<file path="src/design/jsp_pkg.sv">
// Shared types, constants and helpers for the joystick servo pulse controller.
`timescale 1ns / 1ps

package jsp_pkg;

  localparam int SHORT_TICKS_DEF = 125;
  localparam int FRAME_TICKS_DEF = 130;
  localparam int CHANNELS_DEF    = 4;

  localparam int SMP_W   = 10;
  localparam int ANGLE_W = 8;
  localparam int PULSE_W = 8;
  localparam int CNT_W   = 8;
  localparam int PIN_N   = 4;
  localparam int CH_W    = 2;

  localparam logic [SMP_W-1:0]   HIGH_THR_RST = 10'd700;
  localparam logic [SMP_W-1:0]   LOW_THR_RST  = 10'd300;
  localparam logic [ANGLE_W-1:0] FINE_RST     = 8'd1;
  localparam logic [ANGLE_W-1:0] COARSE_RST   = 8'd3;

  localparam logic [ANGLE_W-1:0] ANGLE_RST     = 8'd120;
  localparam logic [ANGLE_W-1:0] ANGLE_RST_CH3 = 8'd30;

  // floor(a*5/9) == (a*36410) >> 16 for every 8-bit a
  localparam logic [16:0]        PULSE_RECIP  = 17'd36410;
  localparam logic [PULSE_W-1:0] PULSE_OFFSET = 8'd25;

  typedef enum logic [1:0] {
    OP_SAMPLE = 2'd0,
    OP_ADJUST = 2'd1,
    OP_TICK   = 2'd2,
    OP_NONE   = 2'd3
  } jsp_op_t;

  typedef enum logic [1:0] {
    REG_HIGH_THR = 2'd0,
    REG_LOW_THR  = 2'd1,
    REG_FINE     = 2'd2,
    REG_COARSE   = 2'd3
  } jsp_reg_t;

  typedef struct packed {
    logic [SMP_W-1:0]   high_thr;
    logic [SMP_W-1:0]   low_thr;
    logic [ANGLE_W-1:0] fine_step;
    logic [ANGLE_W-1:0] coarse_step;
  } jsp_cfg_t;

  typedef struct packed {
    logic [PIN_N-1:0] pins;
    logic             long_interval;
  } jsp_res_t;

  function automatic logic [PULSE_W-1:0] to_pulse(input logic [ANGLE_W-1:0] angle);
    logic [23:0] prod;
    prod = {16'd0, angle} * {7'd0, PULSE_RECIP};
    return prod[23:16] + PULSE_OFFSET;
  endfunction

endpackage

</file>
<file path="src/design/jsp_cfg.sv">
// APB-style configuration register file.
`timescale 1ns / 1ps

module jsp_cfg (
  input  logic                clk,
  input  logic                rst_n,
  input  logic                psel,
  input  logic                penable,
  input  logic                pwrite,
  input  logic [3:0]          paddr,
  input  logic [31:0]         pwdata,
  output logic [31:0]         prdata,
  output jsp_pkg::jsp_cfg_t   cfg
);
  import jsp_pkg::*;

  jsp_cfg_t cfg_r;
  jsp_cfg_t cfg_nxt;
  jsp_reg_t idx;
  logic     wr_en;

  assign idx   = jsp_reg_t'(paddr[3:2]);
  assign wr_en = psel && penable && pwrite;

  always_comb begin
    cfg_nxt = cfg_r;
    if (wr_en) begin
      case (idx)
        REG_HIGH_THR: cfg_nxt.high_thr    = pwdata[SMP_W-1:0];
        REG_LOW_THR:  cfg_nxt.low_thr     = pwdata[SMP_W-1:0];
        REG_FINE:     cfg_nxt.fine_step   = pwdata[ANGLE_W-1:0];
        REG_COARSE:   cfg_nxt.coarse_step = pwdata[ANGLE_W-1:0];
        default:      cfg_nxt = cfg_r;
      endcase
    end
  end

  always_ff @(posedge clk) begin
    if (!rst_n) begin
      cfg_r.high_thr    <= HIGH_THR_RST;
      cfg_r.low_thr     <= LOW_THR_RST;
      cfg_r.fine_step   <= FINE_RST;
      cfg_r.coarse_step <= COARSE_RST;
    end else begin
      cfg_r <= cfg_nxt;
    end
  end

  always_comb begin
    case (idx)
      REG_HIGH_THR: prdata = {22'd0, cfg_r.high_thr};
      REG_LOW_THR:  prdata = {22'd0, cfg_r.low_thr};
      REG_FINE:     prdata = {24'd0, cfg_r.fine_step};
      REG_COARSE:   prdata = {24'd0, cfg_r.coarse_step};
      default:      prdata = 32'd0;
    endcase
  end

  assign cfg = cfg_r;

endmodule

</file>
<file path="src/design/jsp_core.sv">
// Channel state (samples, angles, pulse values, frame counter, pins) and its update.
`timescale 1ns / 1ps

module jsp_core #(
  parameter int SHORT_TICKS = jsp_pkg::SHORT_TICKS_DEF,
  parameter int FRAME_TICKS = jsp_pkg::FRAME_TICKS_DEF,
  parameter int CHANNELS    = jsp_pkg::CHANNELS_DEF
) (
  input  logic                      clk,
  input  logic                      rst_n,
  input  logic                      step,
  input  jsp_pkg::jsp_op_t          op,
  input  logic [jsp_pkg::CH_W-1:0]  ch,
  input  logic [jsp_pkg::SMP_W-1:0] smp,
  input  jsp_pkg::jsp_cfg_t         cfg,
  output jsp_pkg::jsp_res_t         res
);
  import jsp_pkg::*;

  localparam logic [CNT_W-1:0] SHORT_C = CNT_W'(SHORT_TICKS);
  localparam logic [CNT_W-1:0] FRAME_C = CNT_W'(FRAME_TICKS);

  logic [SMP_W-1:0]   smp_r   [CHANNELS];
  logic [SMP_W-1:0]   smp_nxt [CHANNELS];
  logic [ANGLE_W-1:0] ang_r   [CHANNELS];
  logic [ANGLE_W-1:0] ang_nxt [CHANNELS];
  logic [PULSE_W-1:0] pv_r    [CHANNELS];
  logic [PULSE_W-1:0] pv_nxt  [CHANNELS];
  logic [CNT_W-1:0]   cnt_r, cnt_nxt, cnt_inc;
  logic [PIN_N-1:0]   pins_r, pins_nxt;

  always_comb begin
    logic [ANGLE_W-1:0] stp;
    logic [ANGLE_W-1:0] a;
    for (int i = 0; i < CHANNELS; i++) begin
      smp_nxt[i] = smp_r[i];
      ang_nxt[i] = ang_r[i];
      pv_nxt[i]  = pv_r[i];
    end
    cnt_nxt  = cnt_r;
    pins_nxt = pins_r;
    cnt_inc  = cnt_r + 8'd1;
    stp      = '0;
    a        = '0;
    case (op)
      OP_SAMPLE: begin
        for (int i = 0; i < CHANNELS; i++) begin
          if (int'(ch) == i) smp_nxt[i] = smp;
        end
      end
      OP_ADJUST: begin
        for (int i = 0; i < CHANNELS; i++) begin
          stp = (i < 2) ? cfg.fine_step : cfg.coarse_step;
          a   = ang_r[i];
          if (smp_r[i] > cfg.high_thr) a = ang_r[i] - stp;
          else if (smp_r[i] < cfg.low_thr) a = ang_r[i] + stp;
          ang_nxt[i] = a;
          pv_nxt[i]  = to_pulse(a);
        end
      end
      OP_TICK: begin
        cnt_nxt = cnt_inc;
        for (int i = 0; i < PIN_N && i < CHANNELS; i++) begin
          if (cnt_inc == pv_r[i]) pins_nxt[i] = 1'b0;
        end
        if (cnt_inc >= SHORT_C) pins_nxt = '1;
        if (cnt_inc == FRAME_C) begin
          pins_nxt = '1;
          cnt_nxt  = '0;
        end
      end
      default: ;
    endcase
  end

  always_ff @(posedge clk) begin
    if (!rst_n) begin
      for (int i = 0; i < CHANNELS; i++) begin
        smp_r[i] <= '0;
        ang_r[i] <= (i == 3) ? ANGLE_RST_CH3 : ANGLE_RST;
        pv_r[i]  <= '0;
      end
      cnt_r  <= '0;
      pins_r <= '0;
    end else if (step) begin
      for (int i = 0; i < CHANNELS; i++) begin
        smp_r[i] <= smp_nxt[i];
        ang_r[i] <= ang_nxt[i];
        pv_r[i]  <= pv_nxt[i];
      end
      cnt_r  <= cnt_nxt;
      pins_r <= pins_nxt;
    end
  end

  assign res.pins          = pins_nxt;
  assign res.long_interval = (cnt_nxt >= SHORT_C);

endmodule

</file>
<file path="src/design/joystick_servo_pwm_controller.sv">
// Top level: input register, channel state update, result register, config port.
//
//  channel  | role   | payload
//  in_*     | slave  | tdata {sample[11:2], channel[1:0]}, tuser opcode[1:0]
//  out_*    | master | tdata {long_interval[4], pins[3:0]}
//  cfg_*    | APB    | 4 registers at 0x0, 0x4, 0x8, 0xC
//
// One item per cycle sustained while out_tready is high; an accepted item
// waits in the input register until its result is registered at the output.
// State is updated as an item moves from the input register to the result register.
// A stalled result holds; the input register still takes one more item behind it.
// Synchronous active-low reset; no clearing pass.
`timescale 1ns / 1ps

module joystick_servo_pwm_controller #(
  parameter int SHORT_TICKS = jsp_pkg::SHORT_TICKS_DEF,
  parameter int FRAME_TICKS = jsp_pkg::FRAME_TICKS_DEF,
  parameter int CHANNELS    = jsp_pkg::CHANNELS_DEF
) (
  input  logic        clk,
  input  logic        rst_n,
  input  logic        in_tvalid,
  output logic        in_tready,
  input  logic [15:0] in_tdata,   // channel[1:0], sample[11:2], zero[15:12]
  input  logic [1:0]  in_tuser,   // opcode[1:0]
  output logic        out_tvalid,
  input  logic        out_tready,
  output logic [7:0]  out_tdata,  // pins[3:0], long_interval[4], zero[7:5]
  input  logic        cfg_psel,
  input  logic        cfg_penable,
  input  logic        cfg_pwrite,
  input  logic [3:0]  cfg_paddr,
  input  logic [31:0] cfg_pwdata,
  output logic [31:0] cfg_prdata,
  output logic        cfg_pready
);
  import jsp_pkg::*;

  jsp_cfg_t         cfg;
  jsp_res_t         res;

  logic             s1_valid_r, s1_valid_nxt;
  jsp_op_t          s1_op_r;
  logic [CH_W-1:0]  s1_ch_r;
  logic [SMP_W-1:0] s1_smp_r;
  logic             out_valid_r, out_valid_nxt;
  jsp_res_t         out_res_r;
  logic             adv;
  logic             in_acc;

  assign adv       = s1_valid_r && (!out_valid_r || out_tready);
  assign in_tready = !s1_valid_r || adv;
  assign in_acc    = in_tvalid && in_tready;

  always_comb begin
    s1_valid_nxt = s1_valid_r;
    if (in_acc) s1_valid_nxt = 1'b1;
    else if (adv) s1_valid_nxt = 1'b0;
    out_valid_nxt = out_valid_r;
    if (adv) out_valid_nxt = 1'b1;
    else if (out_tready) out_valid_nxt = 1'b0;
  end

  always_ff @(posedge clk) begin
    if (!rst_n) begin
      s1_valid_r  <= 1'b0;
      out_valid_r <= 1'b0;
    end else begin
      s1_valid_r  <= s1_valid_nxt;
      out_valid_r <= out_valid_nxt;
    end
  end

  always_ff @(posedge clk) begin
    if (in_acc) begin
      s1_op_r  <= jsp_op_t'(in_tuser);
      s1_ch_r  <= in_tdata[1:0];
      s1_smp_r <= in_tdata[11:2];
    end
    if (adv) out_res_r <= res;
  end

  jsp_cfg u_cfg (
    .clk     (clk),
    .rst_n   (rst_n),
    .psel    (cfg_psel),
    .penable (cfg_penable),
    .pwrite  (cfg_pwrite),
    .paddr   (cfg_paddr),
    .pwdata  (cfg_pwdata),
    .prdata  (cfg_prdata),
    .cfg     (cfg)
  );

  jsp_core #(
    .SHORT_TICKS (SHORT_TICKS),
    .FRAME_TICKS (FRAME_TICKS),
    .CHANNELS    (CHANNELS)
  ) u_core (
    .clk   (clk),
    .rst_n (rst_n),
    .step  (adv),
    .op    (s1_op_r),
    .ch    (s1_ch_r),
    .smp   (s1_smp_r),
    .cfg   (cfg),
    .res   (res)
  );

  assign cfg_pready = 1'b1;
  assign out_tvalid = out_valid_r;
  assign out_tdata  = {3'd0, out_res_r.long_interval, out_res_r.pins};

endmodule

</file>
<file path="config.mk">
export PLATFORM = sky130hd
export DESIGN_NAME = joystick_servo_pwm_controller
export DESIGN_NICKNAME = d
export VERILOG_FILES = /design/src/design/jsp_pkg.sv /design/src/design/jsp_cfg.sv /design/src/design/jsp_core.sv /design/src/design/joystick_servo_pwm_controller.sv
export SDC_FILE = /design/constraint.sdc
export NUM_CORES = 1
export LEC_CHECK = 0
export ABC_AREA = 1
export BUFFER_PORTS_ARGS = -buffer_cell sky130_fd_sc_hd__buf_2
export CORE_ASPECT_RATIO = 0.5
export CORE_MARGIN = 4
export CORE_UTILIZATION = 51
export DETAILED_ROUTE_END_ITERATION = 16
export PLACE_DENSITY = 0.69
export REMOVE_ABC_BUFFERS = 1
export SYNTH_ARGS = -nofsm -noshare
export SYNTH_HDL_FRONTEND = slang
export SYNTH_HIERARCHICAL = 1
export SYNTH_SLANG_ARGS = --single-unit
</file>
<file path="constraint.sdc">
create_clock -name clk -period 10.4 [get_ports clk]
set_input_delay 0 -clock clk [delete_from_list [all_inputs] [get_ports clk]]
set_output_delay 0 -clock clk [all_outputs]
set_load 0.01 [all_outputs]
</file>
# After elaboration in Yosys (flattened, before gate mapping)
# Memory sizes are Yosys's and may differ from the RTL's.
# Index checks and enable logic that the tools add are counted.
[totals]
ff_bits = 69
ram_bits = 104
in_bits = 61
out_inout_bits = 43
elab_cells = 134
n_memories = 3
[mem_list]
columns = ["memory", "words", "word_bits", "read_ports", "rd_ports_with_merged_regs", "write_ports", "line_no", "source"]
rows = [
  ["u_core.smp_r", 4, 10, 4, 0, 4, "jsp_core.sv:23", "logic [SMP_W-1:0] smp_r [CHANNELS];"],
  ["u_core.ang_r", 4, 8, 4, 0, 4, "jsp_core.sv:25", "logic [ANGLE_W-1:0] ang_r [CHANNELS];"],
  ["u_core.pv_r", 4, 8, 4, 0, 4, "jsp_core.sv:27", "logic [PULSE_W-1:0] pv_r [CHANNELS];"],
]
[classes]
addsub = 13
mul = 4
n_lt_le_gt_ge = 10
eq_ne = 13
mux = 49
bitwise = 12
reduce_logical = 17
[ops]
columns = ["op", "count"]
rows = [
  ["two-way mux 8 bit", 22],
  ["case mux 32 bit (4 select lines)", 1],
  ["multiplier 8 x 15 -> 23 bit (second input constant)", 4],
  ["two-way mux 10 bit", 8],
  ["two-way mux 32 bit", 2],
  ["greater-than comparator 10 bit", 4],
  ["less-than comparator 10 bit", 4],
  ["two-way mux 40 bit", 1],
  ["adder 8 x 5 -> 8 bit (second input constant)", 4],
  ["adder 8 bit", 4],
  ["== test 8 bit", 4],
  ["subtractor 8 bit", 4],
  ["greater-or-equal comparator 8 x 7 -> 1 bit (second input constant)", 2],
  ["two-way mux 1 bit", 12],
  ["two-way mux 4 bit", 3],
  ["bitwise OR 1 bit", 12],
  ["== test 2 bit (second input constant)", 5],
  ["adder 8 x 1 -> 8 bit (second input constant)", 1],
  ["== test 8 bit (second input constant)", 1],
  ["AND reduction 2 bit", 4],
  ["== test 2 x 1 -> 1 bit (second input constant)", 3],
  ["zero test 2 bit", 3],
  ["logical AND 1 bit", 4],
  ["nonzero test 2 bit", 2],
  ["other kinds (2)", 4],
]

# Logic depth before layout (Yosys ltp)
# Gate-level depths: netlist of the first run.
# An unclocked memory read counts as a cell.
[depth]
depth_word = 9
depth_mapped = 40

# Modules after synthesis
# Netlist of the first run, hierarchy kept.
[modules_own_cells]
columns = ["mod", "instances", "cells_per_inst", "area_per_inst_um2", "seq_area_each_um2"]
rows = [
  ["jsp_core", 1, 2180, 17195.2, 3363.2],
  ["jsp_cfg", 1, 273, 1841.8, 720.7],
  ["joystick_servo_pwm_controller", 1, 38, 703.2, 610.6],
]

# Least setup slack after synthesis of the first run
# No wires, ideal clock.
[synth_timing]
path_kind = "reg2reg"
startpoint = "register out_valid_r, in the netlist out_tvalid"
endpoint = "memory u_core.ang_r[0][0] (enable)"
setup_time_ns = 0.581
arrival_time_ns = 5.729
setup_slack_ns = 4.090
stages_incl_launch_ff = 4
n_path_buf = 0
period_less_slack_ns = 6.310
cell_sequence = "dfxtp_1 a21oi_1 inv_1 o31ai_1"
[synth_lines]
columns = ["item", "line_no", "source"]
rows = [
  ["start: declaration", "joystick_servo_pwm_controller.sv:46", "logic out_valid_r, out_valid_nxt;"],
  ["start signal: assignment", "joystick_servo_pwm_controller.sv:70", "out_valid_r <= out_valid_nxt;"],
  ["end: declaration", "jsp_core.sv:25", ""],
]

==> report_table.html, run 1 <==
<table>
<tr><th>Metric</th><th>Value</th></tr>
<tr><th colspan="2">Outcome</th></tr>
<tr><td>Run status</td><td>complete, no violations</td></tr>
<tr><th colspan="2">Drt</th></tr>
<tr><td>Antenna Violating Nets Remaining</td><td>0</td></tr>
<tr><td>Routed WL</td><td>46450 um</td></tr>
<tr><td>Via density per instance</td><td>5.172</td></tr>
<tr><td>Routed length per placed instance</td><td>15.04 um</td></tr>
<tr><td>1st-iter DRT viols</td><td>879</td></tr>
<tr><td>DRT Pass-1 Iters</td><td>7</td></tr>
<tr><td>Count of unresolved DRC violations after routing</td><td>0</td></tr>
<tr><td>Total via count after detailed routing</td><td>15980</td></tr>
<tr><th colspan="2">Critical path</th></tr>
<tr><td>Most repeated library cell on the critical path</td><td>sky130_fd_sc_hd__inv_1</td></tr>
<tr><td>Capturing instance or port of the critical path</td><td>u_core/pv_r[2][7]$_SDFFCE_PN0P_</td></tr>
<tr><td>CP max-delay cell</td><td>sky130_fd_sc_hd__o21ai_0</td></tr>
<tr><td>Minimum setup slack among reg-to-reg paths</td><td>3210 ps</td></tr>
<tr><td>Data arrival time of the worst path</td><td>7340 ps</td></tr>
<tr><td>Worst Path Max Fanout</td><td>7</td></tr>
<tr><td>Critical register-to-register path startpoint</td><td>u_cfg/cfg[1]$_SDFFE_PN1P_</td></tr>
<tr><td>Required time at the worst-slack endpoint</td><td>10550 ps</td></tr>
<tr><td>Depth of the most critical reg-to-reg path</td><td>30</td></tr>
<tr><td>Reg-to-reg critical path endpoint</td><td>u_core/pv_r[2][7]$_SDFFCE_PN0P_</td></tr>
<tr><td>Type of the worst setup path</td><td>register to register</td></tr>
<tr><td>Startpoint Class</td><td>register</td></tr>
<tr><td>Kind of end point of the critical path</td><td>register</td></tr>
<tr><td>Crit. Startpoint</td><td>u_cfg/cfg[1]$_SDFFE_PN1P_</td></tr>
<tr><td>Slowest stage delay, CP</td><td>640 ps</td></tr>
<tr><th colspan="2">Finish</th></tr>
<tr><td>Diodes inserted</td><td>0</td></tr>
<tr><td>Most used cells in the layout excluding fill and tap cells</td><td>489 x sky130_fd_sc_hd__nand2_1, 431 x sky130_fd_sc_hd__inv_1, 342 x sky130_fd_sc_hd__ha_1</td></tr>
<tr><td>Most frequent standard cell in the layout excluding fill and tap cells</td><td>sky130_fd_sc_hd__nand2_1</td></tr>
<tr><td>Share of cells above drive strength 1</td><td>0.09576</td></tr>
<tr><td>Number of filler instances in the final layout</td><td>3524</td></tr>
<tr><td>Area growth from synthesis to layout</td><td>7.891%</td></tr>
<tr><td>Post-layout net count</td><td>3044</td></tr>
<tr><th colspan="2">CTS</th></tr>
<tr><td>Clock transition at the registers of the reported paths</td><td>70 ps</td></tr>
<tr><td>Clock sinks</td><td>173</td></tr>
<tr><td>TritonCTS Buffers</td><td>17</td></tr>
<tr><td>Clock root buffer master</td><td>sky130_fd_sc_hd__clkbuf_16</td></tr>
<tr><td>CTS HTree Levels</td><td>4</td></tr>
<tr><td>Clk buf depth</td><td>2</td></tr>
<tr><td>Post-cts gate resize count</td><td>0</td></tr>
<tr><td>Clock insertion delay at the later pin of the skew report</td><td>440 ps</td></tr>
<tr><td>CTS tree</td><td>built</td></tr>
<tr><th colspan="2">Timing</th></tr>
<tr><td>Crit share post-route</td><td>0.6913</td></tr>
<tr><td>Post-layout minimum cycle time</td><td>7189 ps</td></tr>
<tr><td>RSZ-0062 raised after global routing</td><td>no</td></tr>
<tr><td>Headroom to the max-slew limit</td><td>0.2654</td></tr>
<tr><td>Hold Vio Cnt, Final</td><td>0</td></tr>
<tr><td>Slew at the pin closest to its max-slew limit</td><td>1090 ps</td></tr>
<tr><td>Total negative slack for setup checks</td><td>0 ps</td></tr>
<tr><td>Finish-stage setup viols</td><td>0</td></tr>
<tr><td>Final setup skew</td><td>12.04 ps</td></tr>
<tr><td>Highest achievable clock rate</td><td>139.1 MHz</td></tr>
<tr><td>Slew Viols, Final</td><td>0</td></tr>
<tr><th colspan="2">Placed design</th></tr>
<tr><td>Weighted congestion reported at the end of routability-driven placement</td><td>0.9113</td></tr>
<tr><td>Detailed Place HPWL</td><td>37660 um</td></tr>
<tr><td>Count of input and output buffers</td><td>49</td></tr>
<tr><th colspan="2">Synth</th></tr>
<tr><td>Synthesized area divided by synthesized cell count</td><td>7.925 sq um</td></tr>
<tr><td>Sequential-to-total area share from yosys stat</td><td>0.2378</td></tr>
<tr><td>Warnings from Yosys</td><td>6</td></tr>
<tr><td>Post-synth top flop</td><td>sky130_fd_sc_hd__edfxtp_1</td></tr>
<tr><td>Synth Cell Area</td><td>19740 sq um</td></tr>
<tr><td>Number of distinct library cells after synthesis</td><td>58</td></tr>
<tr><td>Asr flop ratio synth</td><td>0</td></tr>
<tr><td>Cells after Synth</td><td>2491</td></tr>
<tr><td>EDFF count, synth</td><td>123</td></tr>
<tr><td>FF+latch count, synth</td><td>173</td></tr>
<tr><th colspan="2">Global route</th></tr>
<tr><td>Global-route wire length before repair</td><td>76980 um</td></tr>
<tr><td>Overall track demand over capacity in global routing</td><td>0.2236</td></tr>
<tr><td>Leftover overflow at the end of global routing</td><td>0</td></tr>
<tr><td>Number of global-route vias before repair</td><td>15840</td></tr>
<tr><td>Initial antenna violation count</td><td>0</td></tr>
<tr><td>Pin count of the biggest net entering global routing</td><td>66</td></tr>
<tr><th colspan="2">Floorplan</th></tr>
<tr><td>Die H</td><td>147.1 um</td></tr>
<tr><td>Core area</td><td>37790 sq um</td></tr>
<tr><td>I/O pin cnt</td><td>104</td></tr>
<tr><td>Num rows</td><td>50</td></tr>
<tr><td>Die area</td><td>42110 sq um</td></tr>
<tr><td>Initial Utilization</td><td>0.5224</td></tr>
<tr><td>X dimension of the die</td><td>286.2 um</td></tr>
<tr><th colspan="2">Job</th></tr>
<tr><td>Max-cap violations</td><td>0</td></tr>
<tr><th colspan="2">Worst hold path</th></tr>
<tr><td>Worst Hold Class</td><td>input pin to register</td></tr>
</table>
## worst max-delay path: cells and delay by family, from the launching register on
kind	cells	cell delay [ps]
AO/OA/AOI/OAI	8	1850
XOR/XNOR	1	160
adder cells (fa/ha/maj)	6	2730
buffers and inverters	6	680
flip-flops	1	600
AND/OR/NAND/NOR	9	880
## sequential cells by signal, summed over array words and instances (netlist names), 4 cells and up
| signal | count |
|---|---|
| out_tdata | 5 |
| s1_smp_r | 10 |
| u_cfg/cfg | 36 |
| u_core/ang_r | 32 |
| u_core/cnt_r | 8 |
| u_core/pins_r | 4 |
| u_core/pv_r | 32 |
| u_core/smp_r | 40 |
## how the worst min path moves through the flow
stage | startpoint | end | cells past startpoint
after floorplan | rst_n | u_cfg/cfg[0]$_SDFFE_PN1P_ | 1
after detailed placement | in_tdata[7] | s1_smp_r[5]$_DFFE_PP_ | 1
after CTS | cfg_paddr[3] | u_cfg/cfg[8]$_SDFFE_PN1P_ | 4
final | cfg_paddr[3] | u_cfg/cfg[8]$_SDFFE_PN1P_ | 4
after global placement | in_tdata[5] | s1_smp_r[3]$_DFFE_PP_ | 1
after global routing | cfg_paddr[3] | u_cfg/cfg[8]$_SDFFE_PN1P_ | 4
## through the flow
stage / worst slack (ps) / hold WS (ps) / instances / area, sq um / utilization
2_1_floorplan: 4090 / 84.62 / 2455 / 19450 / -
3_3_place_gp: 3377 / 176.1 / 3030 / 20410 / 0.5401
3_5_place_dp: 3309 / 178.7 / 3030 / 20410 / 0.5401
4_1_cts: 3239 / 27.84 / 3089 / 21300 / 0.5636
5_1_grt: 2604 / 50.09 / 3089 / 21300 / 0.5636
6_report: 3211 / 47.58 / 3089 / 21300 / 0.5636
## kinds of logic after synthesis
group,after synthesis,share of synthesized area
AOI/OAI and AO/OA,344,0.1008
xor gates and xnor gates,55,0.02554
adders and majority gates,427,0.3030
buffers and inverters,508,0.1045
DFF,173,0.2378
muxes,1,0.0005071
other,3,0.0005704
and+or+nand+nor,980,0.2273
## layer usage
metal  vias to the layer above  share of wire  global-route usage
li1                       8208              -                   -
met1                      7396           0.47              0.2955
met2                       311           0.47              0.3916
met3                        60          0.041             0.02729
met4                         0          0.019             0.05653
met5                         -              0                   0
## cells in the mapped netlist (6+ instances only)
| library cell | count | share of area |
|---|---|---|
| sky130_fd_sc_hd__a21o_1 | 13 | 0.0049 |
| sky130_fd_sc_hd__a21oi_1 | 153 | 0.039 |
| sky130_fd_sc_hd__a21oi_2 | 12 | 0.0053 |
| sky130_fd_sc_hd__buf_2 | 7 | 0.0018 |
| sky130_fd_sc_hd__buf_4 | 30 | 0.011 |
| sky130_fd_sc_hd__clkbuf_1 | 15 | 0.0029 |
| sky130_fd_sc_hd__dfxtp_1 | 50 | 0.051 |
| sky130_fd_sc_hd__edfxtp_1 | 123 | 0.19 |
| sky130_fd_sc_hd__fa_1 | 85 | 0.086 |
| sky130_fd_sc_hd__ha_1 | 342 | 0.22 |
| sky130_fd_sc_hd__inv_1 | 431 | 0.082 |
| sky130_fd_sc_hd__inv_2 | 13 | 0.0025 |
| sky130_fd_sc_hd__nand2_1 | 490 | 0.093 |
| sky130_fd_sc_hd__nand2_2 | 50 | 0.016 |
| sky130_fd_sc_hd__nand2_4 | 6 | 0.0034 |
| sky130_fd_sc_hd__nand3_1 | 109 | 0.028 |
| sky130_fd_sc_hd__nand3_2 | 19 | 0.0096 |
| sky130_fd_sc_hd__nand3b_1 | 7 | 0.0027 |
| sky130_fd_sc_hd__nand4_1 | 29 | 0.0092 |
| sky130_fd_sc_hd__nor2_1 | 189 | 0.036 |
| sky130_fd_sc_hd__nor2_2 | 18 | 0.0057 |
| sky130_fd_sc_hd__nor2_4 | 10 | 0.0057 |
| sky130_fd_sc_hd__nor3_1 | 12 | 0.0030 |
| sky130_fd_sc_hd__nor4_1 | 16 | 0.0051 |
| sky130_fd_sc_hd__o211ai_1 | 19 | 0.0072 |
| sky130_fd_sc_hd__o21a_1 | 10 | 0.0038 |
| sky130_fd_sc_hd__o21ai_0 | 84 | 0.021 |
| sky130_fd_sc_hd__o21ai_1 | 15 | 0.0038 |
| sky130_fd_sc_hd__o21bai_1 | 6 | 0.0023 |
| sky130_fd_sc_hd__o22ai_1 | 8 | 0.0025 |
| sky130_fd_sc_hd__or2_2 | 14 | 0.0044 |
| sky130_fd_sc_hd__xnor2_1 | 14 | 0.0062 |
| sky130_fd_sc_hd__xor2_1 | 38 | 0.017 |
## layout make-up
cell class / count / area (sq um) / share of cell area
clock inverters: 13 / 177.7 / 0.008342
inverters: 449 / 1685 / 0.07913
clock buffers: 19 / 442.9 / 0.02080
flip-flops and latches: 173 / 4695 / 0.2204
repair buffers: 82 / 560.5 / 0.02632
multi-input cells: 1833 / 13090 / 0.6144
well taps: 520 / 650.6 / 0.03055
## repair_timing
item                      in CTS  in global routing
hold endpoints to repair      52                  0
hold buffers                  27                  0
buffers inserted               0                  0
Power of run 1 is left out: the tool's default activity adds up to more than one toggle a clock period on the data nets, which glitch-free logic cannot reach.
==> inputs of run 2 (changes only) <==
==> constraint.sdc (replaced) <==
create_clock -name clk -period 7.3 [get_ports clk]
set_input_delay 0 -clock clk [delete_from_list [all_inputs] [get_ports clk]]
set_output_delay 0 -clock clk [all_outputs]
set_load 0.01 [all_outputs]
==> report_table.html, run 2 (synthesis results as in run 1) <==
<table>
<tr><th>Metric</th><th>Value</th></tr>
<tr><th colspan="2">Outcome</th></tr>
<tr><td>Run status</td><td>complete, no violations (unchanged)</td></tr>
<tr><th colspan="2">Timing</th></tr>
<tr><td>Hold Vio Cnt, Final</td><td>0 (unchanged)</td></tr>
<tr><td>Slew at the pin closest to its max-slew limit</td><td>1102 ps (was 1090 ps)</td></tr>
<tr><td>Post-layout minimum cycle time</td><td>6664 ps (was 7189 ps)</td></tr>
<tr><td>Finish-stage setup viols</td><td>0 (unchanged)</td></tr>
<tr><td>RSZ-0062 raised after global routing</td><td>no (unchanged)</td></tr>
<tr><td>Total negative slack for setup checks</td><td>0 ps (unchanged)</td></tr>
<tr><td>Headroom to the max-slew limit</td><td>0.2655 (was 0.2654)</td></tr>
<tr><td>Final setup skew</td><td>17.76 ps (was 12.04 ps)</td></tr>
<tr><td>Highest achievable clock rate</td><td>150.1 MHz (was 139.1 MHz)</td></tr>
<tr><td>Fin Hold WS</td><td>52.79 ps (was 47.58 ps)</td></tr>
<tr><td>Crit share post-route</td><td>0.9128 (was 0.6913)</td></tr>
<tr><td>Slew Viols, Final</td><td>0 (unchanged)</td></tr>
<tr><th colspan="2">Floorplan</th></tr>
<tr><td>Die area</td><td>42110 sq um (unchanged)</td></tr>
<tr><td>Die H</td><td>147.1 um (unchanged)</td></tr>
<tr><td>X dimension of the die</td><td>286.2 um (unchanged)</td></tr>
<tr><td>Initial Utilization</td><td>0.5224 (unchanged)</td></tr>
<tr><td>I/O pin cnt</td><td>104 (unchanged)</td></tr>
<tr><td>Core area</td><td>37790 sq um (unchanged)</td></tr>
<tr><td>Num rows</td><td>50 (unchanged)</td></tr>
<tr><th colspan="2">Drt</th></tr>
<tr><td>Count of unresolved DRC violations after routing</td><td>0 (unchanged)</td></tr>
<tr><td>1st-iter DRT viols</td><td>870 (was 879)</td></tr>
<tr><td>Via density per instance</td><td>5.196 (was 5.172)</td></tr>
<tr><td>Met2 routed WL</td><td>21960 um (was 22020 um)</td></tr>
<tr><td>DRT Pass-1 Iters</td><td>5 (was 7)</td></tr>
<tr><td>Total via count after detailed routing</td><td>16100 (was 15980)</td></tr>
<tr><td>Routed WL</td><td>46130 um (was 46450 um)</td></tr>
<tr><td>Wire length on met3</td><td>2005 um (was 1890 um)</td></tr>
<tr><td>Sum of routed wire segments on met1</td><td>21160 um (was 21640 um)</td></tr>
<tr><td>Routed length per placed instance</td><td>14.89 um (was 15.04 um)</td></tr>
<tr><td>Top layer reached by signal wires</td><td>met4 (unchanged)</td></tr>
<tr><td>Antenna Violating Nets Remaining</td><td>0 (unchanged)</td></tr>
<tr><th colspan="2">Critical path</th></tr>
<tr><td>Data arrival time of the worst path</td><td>6910 ps (was 7340 ps)</td></tr>
<tr><td>Crit path buf inv count</td><td>6 (unchanged)</td></tr>
<tr><td>Most repeated library cell on the critical path</td><td>sky130_fd_sc_hd__inv_1 (unchanged)</td></tr>
<tr><td>Startpoint Class</td><td>register (unchanged)</td></tr>
<tr><td>Required time at the worst-slack endpoint</td><td>7550 ps (was 10550 ps)</td></tr>
<tr><td>CP max-delay cell</td><td>sky130_fd_sc_hd__o21ai_0 (unchanged)</td></tr>
<tr><td>Critical register-to-register path startpoint</td><td>u_cfg/cfg[9]$_SDFFE_PN0P_ (was u_cfg/cfg[1]$_SDFFE_PN1P_)</td></tr>
<tr><td>Type of the worst setup path</td><td>register to register (unchanged)</td></tr>
<tr><td>Slowest stage delay, CP</td><td>660 ps (was 640 ps)</td></tr>
<tr><td>Kind of end point of the critical path</td><td>register (unchanged)</td></tr>
<tr><td>Crit. Startpoint</td><td>u_cfg/cfg[9]$_SDFFE_PN0P_ (was u_cfg/cfg[1]$_SDFFE_PN1P_)</td></tr>
<tr><td>Worst Path Max Fanout</td><td>7 (unchanged)</td></tr>
<tr><td>Cell class contributing the biggest share of worst-path delay</td><td>adder cells (unchanged)</td></tr>
<tr><th colspan="2">Placed design</th></tr>
<tr><td>Number of cells after detailed placement</td><td>3040 (was 3030)</td></tr>
<tr><td>Count of input and output buffers</td><td>49 (unchanged)</td></tr>
<tr><td>Weighted congestion reported at the end of routability-driven placement</td><td>0.9000 (was 0.9113)</td></tr>
<tr><td>Detailed Place HPWL</td><td>37930 um (was 37660 um)</td></tr>
<tr><th colspan="2">Global route</th></tr>
<tr><td>Overall track demand over capacity in global routing</td><td>0.2231 (was 0.2236)</td></tr>
<tr><td>Global-route wire length before repair</td><td>76770 um (was 76980 um)</td></tr>
<tr><td>Leftover overflow at the end of global routing</td><td>0 (unchanged)</td></tr>
<tr><td>Pin count of the biggest net entering global routing</td><td>66 (unchanged)</td></tr>
<tr><td>Number of global-route vias before repair</td><td>15860 (was 15840)</td></tr>
<tr><td>Initial antenna violation count</td><td>0 (unchanged)</td></tr>
<tr><th colspan="2">CTS</th></tr>
<tr><td>CTS HTree Levels</td><td>4 (unchanged)</td></tr>
<tr><td>CTS tree</td><td>built (unchanged)</td></tr>
<tr><td>Clock insertion delay at the later pin of the skew report</td><td>440 ps (about the same)</td></tr>
<tr><td>Post-CTS setup repair buffer count</td><td>0 (unchanged)</td></tr>
<tr><td>TritonCTS Buffers</td><td>17 (unchanged)</td></tr>
<tr><td>Clock sinks</td><td>173 (unchanged)</td></tr>
<tr><td>Clock root buffer master</td><td>sky130_fd_sc_hd__clkbuf_16 (unchanged)</td></tr>
<tr><td>Clk buf depth</td><td>2 (unchanged)</td></tr>
<tr><td>Clock transition at the registers of the reported paths</td><td>70 ps (about the same)</td></tr>
<tr><th colspan="2">Worst hold path</th></tr>
<tr><td>Worst Hold Launch</td><td>cfg_paddr[3] (unchanged)</td></tr>
<tr><td>Worst Hold Class</td><td>input pin to register (unchanged)</td></tr>
<tr><th colspan="2">Finish</th></tr>
<tr><td>Final Core Density</td><td>0.5635 (was 0.5636)</td></tr>
<tr><td>Most used cells in the layout excluding fill and tap cells</td><td>489 x sky130_fd_sc_hd__nand2_1, 431 x sky130_fd_sc_hd__inv_1, 342 x sky130_fd_sc_hd__ha_1 (unchanged)</td></tr>
<tr><td>Post-layout net count</td><td>3054 (was 3044)</td></tr>
<tr><td>Share of cells above drive strength 1</td><td>0.09888 (was 0.09576)</td></tr>
<tr><td>Number of filler instances in the final layout</td><td>3479 (was 3524)</td></tr>
<tr><td>Most frequent standard cell in the layout excluding fill and tap cells</td><td>sky130_fd_sc_hd__nand2_1 (unchanged)</td></tr>
<tr><td>Filler-free cell count of the finished design</td><td>3099 (was 3089)</td></tr>
<tr><td>Register with the most flip-flops</td><td>u_core/smp_r (unchanged)</td></tr>
<tr><td>Area growth from synthesis to layout</td><td>7.866% (was 7.891%)</td></tr>
<tr><td>Flip-flop count of the largest register, all copies and words added</td><td>40 (unchanged)</td></tr>
<tr><td>Diodes inserted</td><td>0 (unchanged)</td></tr>
<tr><th colspan="2">Job</th></tr>
<tr><td>Max-cap violations</td><td>0 (unchanged)</td></tr>
</table>
==> run 2: worst register-to-register path: cells and delay by family (launching register included) <==
family	cells	cell delay, ps
AOI/OAI and AO/OA	8	2040
xor gates and xnor gates	1	170
adders and majority gates	6	2680
buffers and inverters	6	700
DFF	1	530
and+or+nand+nor	5	390
==> run 2: path summary, 6_finish.rpt <==
check | to | slack, ps | depth (start not counted)
worst max-delay path | u_core/pv_r[1][7]$_SDFFCE_PN0P_ | 640 | 26
worst min-delay path | u_cfg/cfg[8]$_SDFFE_PN1P_ | 50 | 4
worst max register to register | u_core/pv_r[1][7]$_SDFFCE_PN0P_ | 640 | 26
worst min register to register | u_core/pins_r[3]$_SDFFE_PN0P_ | 480 | 2
==> run 2: metrics by stage <==
stage               worst slack [ps]  instance area [sq um]
finish                         636.5                  21290
detailed placement             753.3                  20480
global placement               779.8                  20480
floorplan                      990.2                  19450
CTS                            691.5                  21290
global route                   92.44                  21290
==> run 2: layout make-up <==
| class | instances | area, sq um | share of cell area |
|---|---|---|---|
| clock buffer | 19 | 432.9 | 0.02033 |
| sequential | 173 | 4695 | 0.2205 |
| tap | 520 | 650.6 | 0.03056 |
| inverter | 449 | 1685 | 0.07915 |
| timing repair buffer | 92 | 635.6 | 0.02985 |
| clock inverter | 13 | 107.6 | 0.005053 |
| multi-input combinational | 1833 | 13090 | 0.6146 |
==> run 2: repair_timing <==
item | CTS | global route
resized for setup | 0 | 0
hold buffers | 27 | 0
endpoints found under the hold margin | 51 | 0
endpoints found under the setup margin | 0 | 0
==> run 2: routing by layer <==
| metal | up-vias | GRT usage |
|---|---|---|
| li1 | 8240 | - |
| met1 | 7441 | 0.2956 |
| met2 | 356 | 0.3873 |
| met3 | 65 | 0.02450 |
| met4 | 0 | 0.06670 |
| met5 | - | 0 |
Power of run 2 is left out for the same reason.
